**src/hw/rtl/cds_pkg.sv**
```systemverilog
// Shared types, constants and calendar helper functions for the date stepper.
// Used by cds_ctrl, cds_dp and calendar_date_stepper; depends on nothing else.
`default_nettype none

package cds_pkg;

	localparam int YEAR_W  = 14;
	localparam int MONTH_W = 4;
	localparam int DAY_W   = 5;
	localparam int WDAY_W  = 3;
	localparam int DCNT_W  = 11;
	localparam int KIND_W  = 2;
	localparam int REL_W   = 2;

	localparam logic [YEAR_W-1:0]  TOP_YEAR   = 14'd9999;
	localparam logic [YEAR_W-1:0]  RST_YEAR   = 14'd2000;
	localparam logic [MONTH_W-1:0] RST_MONTH  = 4'd1;
	localparam logic [DAY_W-1:0]   RST_DAY    = 5'd1;
	localparam logic [WDAY_W-1:0]  RST_WDAY   = 3'd6;
	localparam logic [MONTH_W-1:0] LAST_MONTH = 4'd12;
	localparam logic [WDAY_W-1:0]  LAST_WDAY  = 3'd6;

	typedef enum logic [KIND_W-1:0] {
		KIND_LOAD = 2'd0,
		KIND_ADD  = 2'd1,
		KIND_CMP  = 2'd2
	} kind_t;

	typedef enum logic [REL_W-1:0] {
		REL_SAME    = 2'd0,
		REL_LATER   = 2'd1,
		REL_EARLIER = 2'd2
	} rel_t;

	typedef enum logic [1:0] {
		ST_IDLE,
		ST_EXEC,
		ST_FIN
	} state_t;

	typedef struct packed {
		logic capture;
		logic exec;
		logic publish;
	} dp_cmd_t;

	typedef struct packed {
		logic work_done;
	} dp_status_t;

	// Leap-year test. The quotient by 100 comes from a reciprocal multiply,
	// exact for every 14-bit year; the 400 rule then looks at that quotient.
	function automatic logic is_leap(input logic [YEAR_W-1:0] y);
		logic [26:0]       prod;
		logic [7:0]        q;
		logic [YEAR_W-1:0] hund;
		logic              div100;
		prod   = 27'(y) * 27'(5243);
		q      = prod[26:19];
		hund   = YEAR_W'({q, 6'b0}) + YEAR_W'({q, 5'b0}) + YEAR_W'({q, 2'b0});
		div100 = (hund == y);
		return div100 ? (q[1:0] == 2'b00) : (y[1:0] == 2'b00);
	endfunction

	// Month length; zero for a month code outside January to December.
	function automatic logic [DAY_W-1:0] days_in(input logic [MONTH_W-1:0] m,
	                                             input logic [YEAR_W-1:0] y);
		logic [DAY_W-1:0] len;
		unique case (m)
			4'd1, 4'd3, 4'd5, 4'd7, 4'd8, 4'd10, 4'd12: len = 5'd31;
			4'd4, 4'd6, 4'd9, 4'd11:                     len = 5'd30;
			4'd2:                                        len = is_leap(y) ? 5'd29 : 5'd28;
			default:                                     len = 5'd0;
		endcase
		return len;
	endfunction

endpackage

`default_nettype wire

```
**src/hw/rtl/cds_ctrl.sv**
```systemverilog
// Sequencing state machine for the date stepper: handshakes and datapath commands.
// Depends on cds_pkg for the state encoding and the command and status structs.
`default_nettype none

module cds_ctrl (
	input  wire logic               clk,
	input  wire logic               arst_n,
	input  wire logic               in_valid,
	output logic                    in_stall,
	output logic                    out_valid,
	input  wire logic               out_stall,
	output cds_pkg::dp_cmd_t        cmd,
	input  wire cds_pkg::dp_status_t status
);
	import cds_pkg::*;

	state_t state_q;
	state_t state_d;
	logic   out_valid_q;

	always_ff @(posedge clk or negedge arst_n) begin
		if (!arst_n) begin
			state_q     <= ST_IDLE;
			out_valid_q <= 1'b0;
		end else begin
			state_q <= state_d;
			if (cmd.publish) begin
				out_valid_q <= 1'b1;
			end else if (!out_stall) begin
				out_valid_q <= 1'b0;
			end
		end
	end

	always_comb begin
		state_d     = state_q;
		cmd         = '0;
		in_stall    = 1'b1;
		unique case (state_q)
			ST_IDLE: begin
				in_stall = 1'b0;
				if (in_valid) begin
					cmd.capture = 1'b1;
					state_d     = ST_EXEC;
				end
			end
			ST_EXEC: begin
				cmd.exec = 1'b1;
				if (status.work_done) begin
					state_d = ST_FIN;
				end
			end
			ST_FIN: begin
				// The output register is free once its beat leaves this edge.
				if (!out_valid_q || !out_stall) begin
					cmd.publish = 1'b1;
					state_d     = ST_IDLE;
				end
			end
			default: begin
				state_d = ST_IDLE;
			end
		endcase
	end

	assign out_valid = out_valid_q;

`ifndef SYNTHESIS
	a_publish_free: assert property (@(posedge clk) disable iff (!arst_n)
		cmd.publish |-> (!out_valid_q || !out_stall))
		else $error("result published over a beat still waiting");
	a_accept_exec: assert property (@(posedge clk) disable iff (!arst_n)
		(in_valid && !in_stall) |=> (state_q == ST_EXEC))
		else $error("accepted beat did not start execution");
	a_stalled_holds: assert property (@(posedge clk) disable iff (!arst_n)
		(out_valid_q && out_stall) |=> out_valid_q)
		else $error("stalled result dropped");
`endif

endmodule

`default_nettype wire

```
**src/hw/rtl/cds_dp.sv**
```systemverilog
// Datapath of the date stepper: date state, item registers, day stepper,
// load check, compare and the output register. Depends on cds_pkg.
`default_nettype none

module cds_dp #(
	parameter int STEP_LIMIT = 1024
) (
	input  wire logic                           clk,
	input  wire logic                           arst_n,
	input  wire cds_pkg::dp_cmd_t               cmd,
	output cds_pkg::dp_status_t                 status,
	input  wire logic [cds_pkg::KIND_W-1:0]     kind,
	input  wire logic [cds_pkg::DAY_W-1:0]      arg_day,
	input  wire logic [cds_pkg::MONTH_W-1:0]    arg_month,
	input  wire logic [cds_pkg::YEAR_W-1:0]     arg_year,
	input  wire logic [cds_pkg::WDAY_W-1:0]     arg_weekday,
	input  wire logic signed [cds_pkg::DCNT_W-1:0] day_count,
	output logic [cds_pkg::DAY_W-1:0]           cur_day,
	output logic [cds_pkg::MONTH_W-1:0]         cur_month,
	output logic [cds_pkg::YEAR_W-1:0]          cur_year,
	output logic [cds_pkg::WDAY_W-1:0]          cur_weekday,
	output logic                                error_flag,
	output logic [cds_pkg::REL_W-1:0]           relation
);
	import cds_pkg::*;

	localparam int CNT_W = $clog2(STEP_LIMIT + 1);
	localparam int CMP_W = (CNT_W > DCNT_W) ? CNT_W : DCNT_W;

	// Date state.
	logic [DAY_W-1:0]   day_q;
	logic [MONTH_W-1:0] month_q;
	logic [YEAR_W-1:0]  year_q;
	logic [WDAY_W-1:0]  wday_q;

	// Captured item.
	logic [KIND_W-1:0]  kind_q;
	logic [DAY_W-1:0]   arg_day_q;
	logic [MONTH_W-1:0] arg_month_q;
	logic [YEAR_W-1:0]  arg_year_q;
	logic [WDAY_W-1:0]  arg_wday_q;
	logic               neg_q;
	logic [CNT_W-1:0]   cnt_q;
	logic               err_q;
	logic [REL_W-1:0]   rel_q;

	// Output register.
	logic [DAY_W-1:0]   out_day_q;
	logic [MONTH_W-1:0] out_month_q;
	logic [YEAR_W-1:0]  out_year_q;
	logic [WDAY_W-1:0]  out_wday_q;
	logic               out_err_q;
	logic [REL_W-1:0]   out_rel_q;

	logic [DCNT_W-1:0]  raw;
	logic [DCNT_W-1:0]  mag;
	logic [CMP_W-1:0]   mag_ext;
	logic [CMP_W-1:0]   lim_ext;
	logic [CNT_W-1:0]   cnt_init;

	logic [DAY_W-1:0]   step_day;
	logic [MONTH_W-1:0] step_month;
	logic [YEAR_W-1:0]  step_year;
	logic [WDAY_W-1:0]  step_wday;
	logic               step_blocked;
	logic [MONTH_W-1:0] prev_month;
	logic               load_ok;
	logic [REL_W-1:0]   cmp_rel;
	logic               do_step;

	// Step count magnitude, clamped to the step limit.
	always_comb begin
		raw      = day_count;
		mag      = raw[DCNT_W-1] ? (~raw + DCNT_W'(1)) : raw;
		mag_ext  = CMP_W'(mag);
		lim_ext  = CMP_W'(STEP_LIMIT);
		cnt_init = (mag_ext > lim_ext) ? CNT_W'(lim_ext) : CNT_W'(mag_ext);
	end

	// One calendar day forward or backward from the stored date.
	always_comb begin
		step_day     = day_q;
		step_month   = month_q;
		step_year    = year_q;
		step_wday    = wday_q;
		step_blocked = 1'b0;
		prev_month   = month_q - MONTH_W'(1);
		if (!neg_q) begin
			if (day_q >= days_in(month_q, year_q)) begin
				if (month_q >= LAST_MONTH) begin
					if (year_q >= TOP_YEAR) begin
						step_blocked = 1'b1;
					end else begin
						step_year  = year_q + YEAR_W'(1);
						step_month = MONTH_W'(1);
					end
				end else begin
					step_month = month_q + MONTH_W'(1);
				end
				step_day = DAY_W'(1);
			end else begin
				step_day = day_q + DAY_W'(1);
			end
			step_wday = (wday_q >= LAST_WDAY) ? '0 : wday_q + WDAY_W'(1);
		end else begin
			if (day_q <= DAY_W'(1)) begin
				if (month_q <= MONTH_W'(1)) begin
					if (year_q <= YEAR_W'(1)) begin
						step_blocked = 1'b1;
					end else begin
						step_year  = year_q - YEAR_W'(1);
						step_month = LAST_MONTH;
					end
					// December has 31 days in every year.
					step_day = DAY_W'(31);
				end else begin
					step_month = prev_month;
					step_day   = days_in(prev_month, year_q);
				end
			end else begin
				step_day = day_q - DAY_W'(1);
			end
			step_wday = (wday_q == '0) ? LAST_WDAY : wday_q - WDAY_W'(1);
		end
	end

	always_comb begin
		load_ok = (arg_month_q >= MONTH_W'(1)) && (arg_month_q <= LAST_MONTH) &&
		          (arg_year_q >= YEAR_W'(1)) && (arg_year_q <= TOP_YEAR) &&
		          (arg_day_q >= DAY_W'(1)) &&
		          (arg_day_q <= days_in(arg_month_q, arg_year_q)) &&
		          (arg_wday_q <= LAST_WDAY);
		if (year_q != arg_year_q) begin
			cmp_rel = (year_q > arg_year_q) ? REL_LATER : REL_EARLIER;
		end else if (month_q != arg_month_q) begin
			cmp_rel = (month_q > arg_month_q) ? REL_LATER : REL_EARLIER;
		end else if (day_q != arg_day_q) begin
			cmp_rel = (day_q > arg_day_q) ? REL_LATER : REL_EARLIER;
		end else begin
			cmp_rel = REL_SAME;
		end
	end

	assign status.work_done = (kind_q != KIND_ADD) || (cnt_q == '0) || err_q;
	assign do_step = cmd.exec && (kind_q == KIND_ADD) && (cnt_q != '0) && !err_q;

	always_ff @(posedge clk or negedge arst_n) begin
		if (!arst_n) begin
			day_q   <= RST_DAY;
			month_q <= RST_MONTH;
			year_q  <= RST_YEAR;
			wday_q  <= RST_WDAY;
			kind_q  <= '0;
			neg_q   <= 1'b0;
			cnt_q   <= '0;
			err_q   <= 1'b0;
			rel_q   <= REL_SAME;
		end else if (cmd.capture) begin
			kind_q <= kind;
			neg_q  <= day_count[DCNT_W-1];
			cnt_q  <= cnt_init;
			err_q  <= 1'b0;
			rel_q  <= REL_SAME;
		end else if (cmd.exec) begin
			unique case (kind_q)
				KIND_LOAD: begin
					if (load_ok) begin
						day_q   <= arg_day_q;
						month_q <= arg_month_q;
						year_q  <= arg_year_q;
						wday_q  <= arg_wday_q;
					end else begin
						err_q <= 1'b1;
					end
				end
				KIND_ADD: begin
					if (do_step) begin
						// A blocked step ends the walk with the date at the limit.
						if (step_blocked) begin
							err_q <= 1'b1;
						end else begin
							day_q   <= step_day;
							month_q <= step_month;
							year_q  <= step_year;
							wday_q  <= step_wday;
							cnt_q   <= cnt_q - CNT_W'(1);
						end
					end
				end
				KIND_CMP: begin
					rel_q <= cmp_rel;
				end
				default: begin
					rel_q <= REL_SAME;
				end
			endcase
		end
	end

	always_ff @(posedge clk) begin
		if (cmd.capture) begin
			arg_day_q   <= arg_day;
			arg_month_q <= arg_month;
			arg_year_q  <= arg_year;
			arg_wday_q  <= arg_weekday;
		end
		if (cmd.publish) begin
			out_day_q   <= day_q;
			out_month_q <= month_q;
			out_year_q  <= year_q;
			out_wday_q  <= wday_q;
			out_err_q   <= err_q;
			out_rel_q   <= rel_q;
		end
	end

	assign cur_day     = out_day_q;
	assign cur_month   = out_month_q;
	assign cur_year    = out_year_q;
	assign cur_weekday = out_wday_q;
	assign error_flag  = out_err_q;
	assign relation    = out_rel_q;

`ifndef SYNTHESIS
	a_date_month: assert property (@(posedge clk) disable iff (!arst_n)
		(month_q >= MONTH_W'(1)) && (month_q <= LAST_MONTH) &&
		(year_q >= YEAR_W'(1)) && (year_q <= TOP_YEAR) && (wday_q <= LAST_WDAY))
		else $error("stored date left the valid range");
	a_date_day: assert property (@(posedge clk) disable iff (!arst_n)
		(day_q >= DAY_W'(1)) && (day_q <= days_in(month_q, year_q)))
		else $error("stored day beyond month length");
	a_step_count: assert property (@(posedge clk) disable iff (!arst_n)
		(do_step && !step_blocked) |=> (cnt_q == $past(cnt_q) - CNT_W'(1)))
		else $error("step counter did not follow a taken step");
`endif

endmodule

`default_nettype wire

```
**src/hw/rtl/calendar_date_stepper.sv**
```systemverilog
// Gregorian date stepper: load, add signed days or compare against the stored date.
// Top level; instantiates cds_ctrl and cds_dp, depends on cds_pkg.
//
// Usage: one input channel (in_valid/in_stall) carries an item; a beat is taken
// when in_valid is high and in_stall low. Each item gives one result beat on the
// output channel (out_valid/out_stall) with the stored date after the item, the
// error flag and, for a compare, the relation.
// Sequence: the item is captured, run in the execute state and then published
// into the output register. An add of n days (n clamped to STEP_LIMIT) stays in
// the execute state, one calendar day per cycle through the single day stepper.
// A walk that hits 1 January of year 1 or 31 December of 9999 ends early.
// The block takes one item at a time and accepts no new input beat until the
// result is published; the next input beat can be taken while a finished result
// still waits in the output register.
// When the receiver stalls, the result stays put and the block waits with the
// next finished result until the output register is free.
// Reset (arst_n low) sets the date to Saturday 1 January 2000 and empties the
// output register.
`default_nettype none

module calendar_date_stepper #(
	parameter int STEP_LIMIT = 1024
) (
	input  wire logic                              clk,
	input  wire logic                              arst_n,
	input  wire logic                              in_valid,
	output logic                                   in_stall,
	input  wire logic [cds_pkg::KIND_W-1:0]        kind,
	input  wire logic [cds_pkg::DAY_W-1:0]         arg_day,
	input  wire logic [cds_pkg::MONTH_W-1:0]       arg_month,
	input  wire logic [cds_pkg::YEAR_W-1:0]        arg_year,
	input  wire logic [cds_pkg::WDAY_W-1:0]        arg_weekday,
	input  wire logic signed [cds_pkg::DCNT_W-1:0] day_count,
	output logic                                   out_valid,
	input  wire logic                              out_stall,
	output logic [cds_pkg::DAY_W-1:0]              cur_day,
	output logic [cds_pkg::MONTH_W-1:0]            cur_month,
	output logic [cds_pkg::YEAR_W-1:0]             cur_year,
	output logic [cds_pkg::WDAY_W-1:0]             cur_weekday,
	output logic                                   error_flag,
	output logic [cds_pkg::REL_W-1:0]              relation
);
	import cds_pkg::*;

	dp_cmd_t    cmd;
	dp_status_t status;

	cds_ctrl u_ctrl (
		.clk       (clk),
		.arst_n    (arst_n),
		.in_valid  (in_valid),
		.in_stall  (in_stall),
		.out_valid (out_valid),
		.out_stall (out_stall),
		.cmd       (cmd),
		.status    (status)
	);

	cds_dp #(
		.STEP_LIMIT (STEP_LIMIT)
	) u_dp (
		.clk         (clk),
		.arst_n      (arst_n),
		.cmd         (cmd),
		.status      (status),
		.kind        (kind),
		.arg_day     (arg_day),
		.arg_month   (arg_month),
		.arg_year    (arg_year),
		.arg_weekday (arg_weekday),
		.day_count   (day_count),
		.cur_day     (cur_day),
		.cur_month   (cur_month),
		.cur_year    (cur_year),
		.cur_weekday (cur_weekday),
		.error_flag  (error_flag),
		.relation    (relation)
	);

endmodule

`default_nettype wire
```
**config.mk**
```make
export PLATFORM = sky130hd
export DESIGN_NAME = calendar_date_stepper
export DESIGN_NICKNAME = d
export VERILOG_FILES = /design/src/hw/rtl/cds_pkg.sv /design/src/hw/rtl/cds_ctrl.sv /design/src/hw/rtl/cds_dp.sv /design/src/hw/rtl/calendar_date_stepper.sv
export SDC_FILE = /design/constraint.sdc
export NUM_CORES = 1
export LEC_CHECK = 0
export ABC_CLOCK_PERIOD_IN_PS = 12100
export BUFFER_PORTS_ARGS = -buffer_cell sky130_fd_sc_hd__buf_2
export CAP_MARGIN = 20
export CORE_MARGIN = 1.5
export CORE_UTILIZATION = 52
export CTS_BUF_LIST = sky130_fd_sc_hd__clkbuf_8
export CTS_CLUSTER_DIAMETER = 100
export DETAILED_ROUTE_END_ITERATION = 10
export GPL_ROUTABILITY_DRIVEN = 1
export PLACE_DENSITY = 0.69
export SYNTH_ARGS = -nofsm -noshare
export SYNTH_HDL_FRONTEND = slang
export SYNTH_HIERARCHICAL = 1
export SYNTH_SLANG_ARGS = --single-unit
```
**constraint.sdc**
```tcl
create_clock -name clk -period 12.1 [get_ports clk]
set_clock_uncertainty 0.1 [all_clocks]
set_input_delay 2.42 -clock clk [delete_from_list [all_inputs] [get_ports clk]]
set_output_delay 2.42 -clock clk [all_outputs]
set_load 0.02 [all_outputs]
```
* After elaboration in Yosys (flattened, before gate mapping)
Cells that the tools add are included.
** Storage, ports and cells
- Register bits :: 101
- Output and inout bits :: 31
** Cells by class
- Add/subtract/negate cells :: 14
- Multipliers :: 2
- Order comparisons :: 18
- Equal/unequal tests :: 66
- Multiplexer cells :: 86
- Bitwise gates (word level) :: 2
- Reduce and logical (&&, ||, !) cells :: 43
** Operators by type and width (count)
- 14-bit 2-to-1 mux :: 10
- 11-bit 2-to-1 mux :: 7
- 4-bit == test (second input constant) :: 15
- 14-bit by 13-bit multiplier with 27-bit output (second input constant) :: 2
- 4-bit by 3-bit == test with 1-bit output (second input constant) :: 12
- 5-bit case mux with 3 select lines :: 3
- 4-bit 2-to-1 mux :: 10
- 5-bit 2-to-1 mux :: 8
- 14-bit by 10-bit adder with 14-bit output :: 2
- 14-bit by 13-bit adder with 14-bit output :: 2
- 14-bit == test :: 2
- 14-bit case mux with 2 select lines :: 1
- 4-bit by 2-bit == test with 1-bit output (second input constant) :: 6
- 1-bit 2-to-1 mux :: 24
- 2-bit 2-to-1 mux :: 11
- 7-bit OR reduction :: 3
- 3-bit 2-to-1 mux :: 6
- 14-bit by 1-bit adder with 14-bit output (second input constant) :: 1
- 14-bit by 1-bit greater-or-equal comparator with 1-bit output (second input constant) :: 1
- 14-bit greater-or-equal comparator (second input constant) :: 1
- 14-bit greater-than comparator :: 1
- 14-bit by 1-bit less-or-equal comparator with 1-bit output (second input constant) :: 1
- 14-bit less-or-equal comparator (second input constant) :: 1
- 14-bit inequality test :: 1
- 60 further kinds :: 100

* Logic depth before layout (Yosys ltp)
Gate-level depths: netlist of run 1.
- Depth after elaboration :: 16
- Mapped depth :: 44
- Depth with buffers taken out :: 42

* Hierarchy
Netlist of run 1, hierarchy kept.
** By module, submodules not included
- cds_dp :: times used 1, cells each 1458, area an instance 14403.8 um^2
- cds_ctrl :: times used 1, cells each 16, area an instance 162.7 um^2

* Least setup slack after synthesis of run 1
OpenSTA, ideal clock, no wires.
- Path kind :: reg2reg
- Start point :: register u_dp.year_q[11]
- End point :: register u_dp.month_q[2]
- Setup time :: 0.125 ns
- Arrival time :: 9.563 ns
- Required time :: 11.875 ns
- Path slack :: 2.312 ns
- Stages on the path, launching flop included :: 41
- Buffers on the path :: 0
- Clock period less this slack :: 9.788 ns
- Cell sequence :: dfrtp_1 > fa_1 > ha_1 > inv_1 > fa_1 > inv_1 > fa_1 > inv_1 > fa_1 > inv_1 > ha_1 > o21ai_0 > o21ai_0 > and3_1 > o21ai_0 > a31oi_1 > o21a_1 > o22a_1 > [5 not listed] > nor3b_1 > o21ai_0 > a21oi_1 > xnor2_1 > nor4_1 > a41oi_1 > nor4_1 > a21oi_1 > ha_1 > nand2b_1 > a21o_1 > a21o_1 > a21o_1 > a21o_1 > a21o_1 > a2111oi_4 > o21a_1 > mux2_2
** On the way
- Cells in the longest elaborated chain, start to end :: 13
- Elaborated cells on any way between the ends :: 24
- Classes of those cells :: add/sub (2); mul (1); order compare (3); eq/ne (5); mux (11); reduce/logical (2)
** RTL lines
- start, declared :: line cds_dp.sv:33 : logic [YEAR_W-1:0] year_q;
- start signal, assigned :: line cds_dp.sv:170 : year_q <= arg_year_q;
- start signal, assigned :: line cds_dp.sv:184 : year_q <= step_year;
- 14-bit by 13-bit multiplier with 27-bit output :: line cds_pkg.sv:58 : prod = 27'(y) * 27'(5243);
- 14-bit by 13-bit adder with 14-bit output :: line cds_pkg.sv:60 : hund = YEAR_W'({q, 6'b0}) + YEAR_W'({q, 5'b0}) + YEAR_W'({q, 2'b0});
- 14-bit by 10-bit adder with 14-bit output :: line cds_pkg.sv:60
- 14-bit == test :: line cds_pkg.sv:61 : div100 = (hund == y);
- 1-bit 2-to-1 mux :: line cds_pkg.sv:62 : return div100 ? (q[1:0] == 2'b00) : (y[1:0] == 2'b00);
- 1-bit 2-to-1 mux :: line cds_pkg.sv:72 : 4'd2: len = is_leap(y) ? 5'd29 : 5'd28;
- 5-bit case mux with 3 select lines :: line cds_pkg.sv:69 : unique case (m)
- 5-bit 2-to-1 mux :: line cds_dp.sv:88 : if (!neg_q) begin
- 5-bit greater-or-equal comparator :: line cds_dp.sv:89 : if (day_q >= days_in(month_q, year_q)) begin
- 1-bit 2-to-1 mux :: line cds_dp.sv:89
- 1-bit 2-to-1 mux :: line cds_dp.sv:88
- 2-bit inequality test (no source line)
- 10-bit AND reduction (no source line) *
- end signal, assigned :: line cds_dp.sv:169 : month_q <= arg_month_q;
- end signal, assigned :: line cds_dp.sv:183 : month_q <= step_month;
- end, declared :: line cds_dp.sv:32 : logic [MONTH_W-1:0] month_q;
Every way passes the cells marked *; elsewhere a longest branch is shown, timed or not. The select of a mux whose other input is x is not followed.
A chain may end at the register's enable or synchronous reset.

* Worst setup path in the final report of run 1
- Start point :: register u_dp.year_q[11]
- End point :: register u_dp.month_q[3]
The elaborated chain is that of the path after synthesis.

==> impl_metrics.csv, run 1 <==
group,metric,value,unit
grt,grt_pass1_vias,10739,
sta,slew_headroom,43.9,%
layout,antenna_cells,0,
grt,grt_max_degree,57,
placed_design,dp_hpwl,27.2,mm
drt,wl_per_cell,17.3,µm
drt,drc,0,
sta,rsz0062_at_grt,"false",
logic_synthesis,synth_cells,1474,
clock_network,cts_resized,0,
floorplan,rows,61,
worst_setup_path,end_kind,"flip-flop",
job,cap_violations,0,
logic_synthesis,mappedNetlistArea,14600,µm²
clock_network,cts_buffer_depth,2,
logic_synthesis,ys_warn_count,6,
layout,area_growth,7.11,%
grt,antenna_found_initial,0,
clock_network,clk_pin_slew_worst_paths,0.12,ns
clock_network,htree_levels,3,
logic_synthesis,synthArstFlopShare,45.5,%
logic_synthesis,synth_edf_count,55,
placed_design,io_buffers,73,
drt,ant_nets,0,
sta,setup_viol,0,
sta,hold_viol,0,
placed_design,place_area,15400,µm²
floorplan,die_h,170,µm
worst_setup_path,cp.arrival,11.18,ns
worst_setup_path,crit_fanout,17,
clock_network,postCtsSetupBuffers,0,
sta,setup_slack,1.11,ns
run_status,outcome,"finished clean",
logic_synthesis,ys.flop_type,"edfxtp_1",
layout,final_layout_size_suffix_gt1_share,8.93,%
layout,fin_util,56.3,%
layout,layout.nets,2026,
drt,via_count,10674,
sta,max_freq,91.0,MHz
clock_network,hold_buffers,0,
clock_network,clock_tree.root_cell,"clkbuf_8",
layout,final_area,15600,µm²
sta,min_period,10.99,ns
sta,tns,0,ns
clock_network,insertion_delay,0.40,ns
floorplan,core,27700,µm²
logic_synthesis,ys_seq_area_share,19.3,%
placed_design,pre_cts_slack,1.23,ns
drt,wl_met2,16.1,mm
worst_setup_path,crit_type,"flip-flop to flip-flop",
drt,dr.pass1.iters,5,
floorplan,die_area,29000,µm²
logic_synthesis,syn-num-nets,1959,
logic_synthesis,ys_ff_latch,101,
grt,track_usage,24.2,%
floorplan,pin_count,74,
worst_setup_path,slowest_stage,"dfrtp_1",
worst_setup_path,start_kind,"flip-flop",
grt,grt_first_pass_wirelength,54.9,mm
drt,routed.top_layer,"met4",
drt,via_per_inst,5.55,
clock_network,cts_tree,"built",
drt,met3RoutedLength,1.29,mm
placed_design,place_congestion,0.902,
worst_setup_path,slowest_delay,0.91,ns
logic_synthesis,synth_cell_types,75,
clock_network,cts.sinks,101,
drt,drt-initial-drc-count,732,
logic_synthesis,avgSynthCellArea,9.88,µm²
grt,overflow,0,
sta,drv_slew,0,
drt,wl_met1,15.2,mm
worst_hold_path,worstHoldPathType,"flip-flop to flip-flop",
layout,n_fill_cell,2392,
worst_setup_path,cp.required,12.29,ns
drt,routed_wl,33.2,mm
sta,worst_pin_slew,0.842,ns
sta,finalCritPeriodShare,90.8,%
clock_network,cts_buffers,9,
floorplan,initial_utilization,52.6,%
floorplan,die_w,170,µm
-- layer usage --
layer,track usage [%],up-vias
met5,0,-
met1,33.5,5177
met3,2.21,48
met4,5.81,0
met2,40.9,273
li1,-,5176
-- cells by family after synthesis --
group / after synthesis / synth area share [%]
AO/OA/AOI/OAI: 252 / 11.8
XOR/XNOR: 75 / 4.51
adder cells (fa/ha/maj): 442 / 45.0
buffers and inverters: 307 / 8.06
flip-flops: 101 / 19.3
multiplexers: 18 / 1.31
AND/OR/NAND/NOR: 279 / 10.1
-- placed cells by master, fill, tap and decap left out, types with 23 or more instances in the layout --
master    netlist  layout
buf_2           2      73
xnor2_1        52      52
nand3_1        35      35
fa_1          136     136
o21ai_0        57      57
edfxtp_1       55      55
a21oi_1        57      56
nor2_1         46      45
nand2_1        54      54
nor3_1         33      33
xor2_1         23      23
ha_1          306     306
inv_1         278     278
dfrtp_1        36      36
-- worst max-delay path, delay by kind of cell, from the launching register on --
kind / cells / cell delay (ns)
AO/OA/AOI/OAI: 17 / 3.34
adder cells (fa/ha/maj): 9 / 3.74
XOR/XNOR: 1 / 0.09
buffers and inverters: 6 / 0.50
flip-flops: 1 / 0.91
multiplexers: 1 / 0.35
AND/OR/NAND/NOR: 7 / 1.83
-- through the flow --
stage	hold WS, ns	std cells
after CTS	0.367	1923
after detailed placement	0.338	1907
after global placement	0.326	1907
after global routing	0.385	1924
final	0.366	1924
after floorplan	0.325	1474
-- path summary, 6_finish.rpt --
check                                startpoint          endpoint  slack (ns)  cells after the start
worst max register to register  u_dp/year_q[11]   u_dp/month_q[3]        1.11                     41
min in group asynchronous                arst_n     u_dp/day_q[4]        2.00                      2
worst min-delay path              u_dp/rel_q[1]  u_dp/relation[1]        0.37                      0
max in group asynchronous                arst_n     u_dp/cnt_q[6]        9.45                      2
worst min register to register    u_dp/rel_q[1]  u_dp/relation[1]        0.37                      0
worst max-delay path            u_dp/year_q[11]   u_dp/month_q[3]        1.11                     41
-- area by class of cell --
type                            instances  area [µm²]  share of cell area (%)
Clock buffer                            9         124                   0.794
Clock inverter                          7        72.6                   0.465
Inverter                              278        1040                    6.69
Multi-Input combinational cell       1066       10600                    67.9
Sequential cell                       101        2820                    18.0
Tap cell                              378         473                    3.03
Timing Repair Buffer                   85         475                    3.05
-- sequential cells by signal, summed over array words and instances, names as in the netlist, 3 cells and up --
register / flops
u_dp/wday_q: 3
u_dp/arg_year_q: 14
u_dp/year_q: 14
u_dp/cur_day: 5
u_dp/arg_day_q: 5
u_dp/arg_month_q: 4
u_dp/cur_month: 4
u_dp/cur_year: 14
u_dp/cur_weekday: 3
u_dp/month_q: 4
u_dp/arg_wday_q: 3
u_dp/day_q: 5
u_dp/cnt_q: 11
-- Yosys cell counts (4+ instances only) --
cell type  number  area share [%]
ha_1          306              26
inv_1         278             7.2
fa_1          136              19
a21oi_1        57             2.0
o21ai_0        57             2.0
edfxtp_1       55              11
nand2_1        54             1.4
xnor2_1        52             3.1
nor2_1         46             1.2
dfrtp_1        36             6.2
nand3_1        35             1.2
nor3_1         33             1.1
clkbuf_1       23            0.59
xor2_1         23             1.4
a31oi_1        17            0.73
nand2b_1       17            0.73
nand4_1        17            0.73
o21a_1         17            0.88
a21o_1         16            0.82
a211oi_1       15            0.77
and3_1         14            0.60
nor2b_1        12            0.52
dfstp_2        10             1.8
mux2i_1        10            0.69
nor4_1         10            0.43
o22ai_1         9            0.39
mux2_2          8            0.62
nand3b_1        8            0.41
o31ai_1         7            0.36
or4_1           7            0.36
o32ai_1         6            0.36
a2bb2oi_1       5            0.30
nor3b_1         4            0.21
o211ai_1        4            0.21
o22a_1          4            0.24
Power of run 1 is left out: the tool's default activity adds up to more than one toggle a clock period on the data nets, which glitch-free logic cannot reach.
==> run 2, diff against run 1 <==
--- a/config.mk
+++ b/config.mk
@@ -14,6 +14,7 @@
 export CTS_CLUSTER_DIAMETER = 100
 export DETAILED_ROUTE_END_ITERATION = 10
 export GPL_ROUTABILITY_DRIVEN = 1
+export MAX_ROUTING_LAYER = met4
 export PLACE_DENSITY = 0.69
 export SYNTH_ARGS = -nofsm -noshare
 export SYNTH_HDL_FRONTEND = slang
==> run 2 against run 1 <==
  * Design area is essentially flat
  * First-iteration DRC count shrank 2.2%
  * Critical path depth is the same
  * Global-route usage grew 0.62 points
  * Die area is the same
  * Hold slack gained 0.0092 ns
  * Final cell count is the same
  * Via count shrank 0.12%
  * Setup slack gained 0.13 ns
  * Non-clock buffer count is the same
  * Wire length shrank 0.76%
  * Count of clock-buffer cells in the layout is the same
  * Largest cell class unchanged
  * Highest routed layer unchanged
==> impl_metrics.csv, run 2 (synthesized netlist as in run 1, its figures left out) <==
group,metric,value,unit
run_status,outcome,"finished clean",
placed_design,dp_hpwl,27.1,mm
grt,grt_first_pass_wirelength,54.7,mm
clock_network,clock_tree.root_cell,"clkbuf_8",
grt,grt_pass1_vias,10607,
worst_setup_path,timing.rr.end,"u_dp/month_q[2]",
clock_network,postCtsSetupBuffers,0,
grt,track_usage,24.8,%
layout,final_cell_mix,"ha_1, inv_1, fa_1, buf_2, o21ai_0",
placed_design,place_area,15400,µm²
layout,final_area,15600,µm²
worst_setup_path,reg2reg_slack,1.24,ns
sta,min_period,10.86,ns
clock_network,cts_tree,"built",
grt,grt_max_degree,57,
layout,layout.nets,2026,
layout,n_fill_cell,2389,
floorplan,die_h,170,µm
drt,routed_wl,33.0,mm
floorplan,pin_count,74,
sta,worst_pin_slew,0.881,ns
worst_setup_path,end_kind,"flip-flop",
drt,ant_nets,0,
floorplan,initial_utilization,52.6,%
clock_network,cts.sinks,101,
worst_setup_path,crit_fanout,17,
worst_setup_path,slowest_stage,"dfrtp_1",
drt,wl_per_cell,17.1,µm
clock_network,clk_pin_slew_worst_paths,0.12,ns
grt,overflow,0,
sta,max_freq,92.1,MHz
worst_setup_path,slowest_delay,0.93,ns
layout,antenna_cells,0,
sta,drv_slew,0,
sta,setup_slack,1.24,ns
layout,register_area,2820,µm²
layout,final_layout_size_suffix_gt1_share,8.93,%
floorplan,die_w,170,µm
sta,setup_viol,0,
sta,hold_viol,0,
placed_design,pre_cts_slack,1.30,ns
worst_setup_path,start_kind,"flip-flop",
sta,slew_headroom,41.3,%
worst_setup_path,crit_type,"flip-flop to flip-flop",
clock_network,insertion_delay,0.41,ns
clock_network,htree_levels,3,
clock_network,cts_buffers,9,
worst_hold_path,worstHoldPathType,"flip-flop to flip-flop",
floorplan,core,27700,µm²
drt,via_count,10661,
worst_setup_path,r2r_cells,41,
grt,antenna_found_initial,0,
clock_network,hold_buffers,0,
drt,via_per_inst,5.54,
floorplan,rows,61,
placed_design,place_congestion,0.913,
placed_design,io_buffers,73,
drt,drt-initial-drc-count,716,
sta,tns,0,ns
worst_setup_path,r2r_start,"u_dp/year_q[11]",
clock_network,cts_buffer_depth,2,
worst_setup_path,cp.required,12.29,ns
sta,finalCritPeriodShare,89.7,%
layout,mostFrequentLayoutCell,"ha_1",
layout,area_growth,7.07,%
drt,drc,0,
floorplan,die_area,29000,µm²
worst_setup_path,cp.arrival,11.05,ns
worst_setup_path,worstSetupStartpoint,"u_dp/year_q[11]",
layout,multiInputGateArea,10600,µm²
job,cap_violations,0,
sta,rsz0062_at_grt,"false",
clock_network,cts_resized,0,
worst_setup_path,crit_end,"u_dp/month_q[2]",
drt,dr.pass1.iters,6,
==> run 2: layout make-up <==
cell class / count / share of cell area, %
clock buffers: 9 / 0.794
multi-input cells: 1066 / 68.0
clock inverters: 7 / 0.473
inverters: 278 / 6.69
flip-flops and latches: 101 / 18.1
repair buffers: 85 / 3.00
well taps: 378 / 3.03
==> run 2: through the flow <==
step | hold WS, ns | utilization, % | std cells
floorplan | 0.325 | - | 1474
global placement | 0.328 | 55.5 | 1907
detailed placement | 0.346 | 55.5 | 1907
CTS | 0.379 | 56.2 | 1923
global route | 0.401 | 56.3 | 1924
finish | 0.375 | 56.3 | 1924
==> run 2: worst max-delay path: cells and delay by family (launching register included) <==
kind | cells | cell delay, ns
and+or+nand+nor | 7 | 1.82
buffers and inverters | 6 | 0.49
adders and majority gates | 9 | 3.71
AOI/OAI and AO/OA | 17 | 3.22
muxes | 1 | 0.36
xor gates and xnor gates | 1 | 0.09
DFF | 1 | 0.93
==> run 2: metal layers <==
layer  vias up  track usage (%)  share of wire (%)
met3        44             2.12                3.6
met5         -                -                  0
met2       226             40.7                 48
met4         0             6.31                2.0
met1      5225             33.2                 46
li1       5166                -                  -
==> run 2: how the worst min path moves through the flow <==
stage	start	end	slack (ns)	cells after the start
floorplan	u_dp/rel_q[0]	u_dp/relation[0]	0.32	0
global placement	u_dp/rel_q[1]	u_dp/relation[1]	0.33	0
detailed placement	u_dp/rel_q[0]	u_dp/relation[0]	0.35	0
CTS	u_dp/rel_q[1]	u_dp/relation[1]	0.38	0
global route	u_dp/rel_q[1]	u_dp/relation[1]	0.40	0
finish	u_dp/rel_q[1]	u_dp/relation[1]	0.37	0
Power of run 2 is left out for the same reason.
==> run 3, diff against run 2 <==
--- a/config.mk
+++ b/config.mk
@@ -15,7 +15,7 @@
 export DETAILED_ROUTE_END_ITERATION = 10
 export GPL_ROUTABILITY_DRIVEN = 1
 export MAX_ROUTING_LAYER = met4
-export PLACE_DENSITY = 0.69
+export PLACE_DENSITY = 0.71
 export SYNTH_ARGS = -nofsm -noshare
 export SYNTH_HDL_FRONTEND = slang
 export SYNTH_HIERARCHICAL = 1
==> run 3 against run 2 <==
  * Non-clock buffer count stayed put
  * Setup slack better by 0.043 ns
  * Flip-flop and latch count stayed put
  * Wire length is 0.23% lower
  * Design area is 0.17% higher
  * Core utilization is 0.095 points higher
  * Final cell count stayed put
==> impl_metrics.csv, run 3 (synthesized netlist as in run 1, its figures left out) <==
group,metric,value,unit
worst_setup_path,end_kind,"flip-flop",
drt,drt-initial-drc-count,825,
job,cap_violations,0,
clock_network,insertion_delay,0.41,ns
placed_design,place_congestion,0.945,
drt,wl_met1,15.0,mm
layout,mostFrequentLayoutCell,"ha_1",
grt,overflow,0,
clock_network,htree_levels,3,
drt,ant_nets,0,
layout,final_cell_mix,"ha_1, inv_1, fa_1, buf_2, o21ai_0",
worst_setup_path,crit_fanout,17,
sta,max_freq,92.4,MHz
sta,finalCritPeriodShare,89.4,%
grt,track_usage,24.5,%
layout,antenna_cells,0,
clock_network,cts_resized,0,
grt,grt_max_degree,57,
worst_setup_path,slowest_delay,0.91,ns
drt,dr.pass1.iters,5,
grt,grt_pass1_vias,10798,
placed_design,io_buffers,73,
worst_setup_path,reg2reg_slack,1.28,ns
clock_network,postCtsSetupBuffers,0,
sta,rsz0062_at_grt,"false",
floorplan,core,27700,µm²
worst_hold_path,worstHoldPathType,"flip-flop to flip-flop",
drt,wl_per_cell,17.1,µm
worst_setup_path,crit_type,"flip-flop to flip-flop",
worst_setup_path,timing.rr.end,"u_dp/month_q[3]",
sta,slew_headroom,42.5,%
clock_network,hold_buffers,0,
run_status,outcome,"finished clean",
floorplan,die_h,170,µm
floorplan,die_w,170,µm
clock_network,cts_buffers,9,
layout,layout.nets,2026,
clock_network,cts_tree,"built",
clock_network,clk_pin_slew_worst_paths,0.11,ns
worst_setup_path,crit_end,"u_dp/month_q[3]",
layout,area_growth,7.25,%
floorplan,pin_count,74,
clock_network,clock_tree.root_cell,"clkbuf_8",
worst_setup_path,worstSetupStartpoint,"u_dp/year_q[11]",
drt,drc,0,
worst_setup_path,start_kind,"flip-flop",
drt,routed_wl,32.9,mm
sta,hold_viol,0,
grt,grt_first_pass_wirelength,54.1,mm
drt,wl_met2,16.1,mm
drt,routed.top_layer,"met4",
sta,min_period,10.82,ns
grt,antenna_found_initial,0,
placed_design,dp_hpwl,26.9,mm
drt,via_per_inst,5.60,
sta,drv_slew,0,
worst_setup_path,cp.arrival,11.01,ns
sta,worst_pin_slew,0.856,ns
floorplan,initial_utilization,52.6,%
floorplan,die_area,29000,µm²
drt,met3RoutedLength,1.21,mm
layout,final_layout_size_suffix_gt1_share,8.93,%
layout,n_fill_cell,2397,
sta,tns,0,ns
floorplan,rows,61,
clock_network,cts.sinks,101,
worst_setup_path,r2r_cells,41,
drt,via_count,10769,
worst_setup_path,slowest_stage,"dfrtp_1",
sta,setup_viol,0,
clock_network,cts_buffer_depth,2,
worst_setup_path,cp.required,12.29,ns
worst_setup_path,r2r_start,"u_dp/year_q[11]",
## run 3: layout make-up
cell class,count,area [µm²],area share [%]
inverter,278,1040,6.68
sequential,101,2820,18.0
timing repair buffer,85,475,3.04
clock buffer,9,124,0.793
multi-input combinational,1066,10600,67.8
clock inverter,7,92.6,0.593
tap,378,473,3.03
## run 3: stage by stage
step	util (%)	cell area [µm²]	setup slack, ns	hold WS (ns)	std cells
CTS	56.3	15600	1.29	0.371	1923
global route	56.4	15600	0.527	0.378	1924
floorplan	-	14600	2.31	0.325	1474
global placement	55.5	15400	1.50	0.327	1907
detailed placement	55.5	15400	1.34	0.333	1907
finish	56.4	15600	1.28	0.371	1924
## run 3: worst min path at each step
stage | startpoint | to | depth (start not counted)
floorplan | u_dp/rel_q[0] | u_dp/relation[0] | 0
global placement | u_dp/rel_q[0] | u_dp/relation[0] | 0
detailed placement | u_dp/rel_q[0] | u_dp/relation[0] | 0
CTS | u_dp/rel_q[0] | u_dp/relation[0] | 0
global route | u_dp/rel_q[0] | u_dp/relation[0] | 0
finish | u_dp/rel_q[1] | u_dp/relation[1] | 0
## run 3: critical path, delay by kind of cell (launching register included)
family	cells	cell delay, ns
flip-flops	1	0.91
AND/OR/NAND/NOR	7	1.80
XOR/XNOR	1	0.09
AO/OA/AOI/OAI	17	3.18
multiplexers	1	0.35
adder cells (fa/ha/maj)	9	3.76
buffers and inverters	6	0.51
## run 3: per-layer routing
metal	up-vias	global-route usage [%]
met4	0	6.46
met5	-	-
met2	229	40.6
met1	5321	32.0
met3	36	2.63
li1	5183	-
Power of run 3 is left out for the same reason.
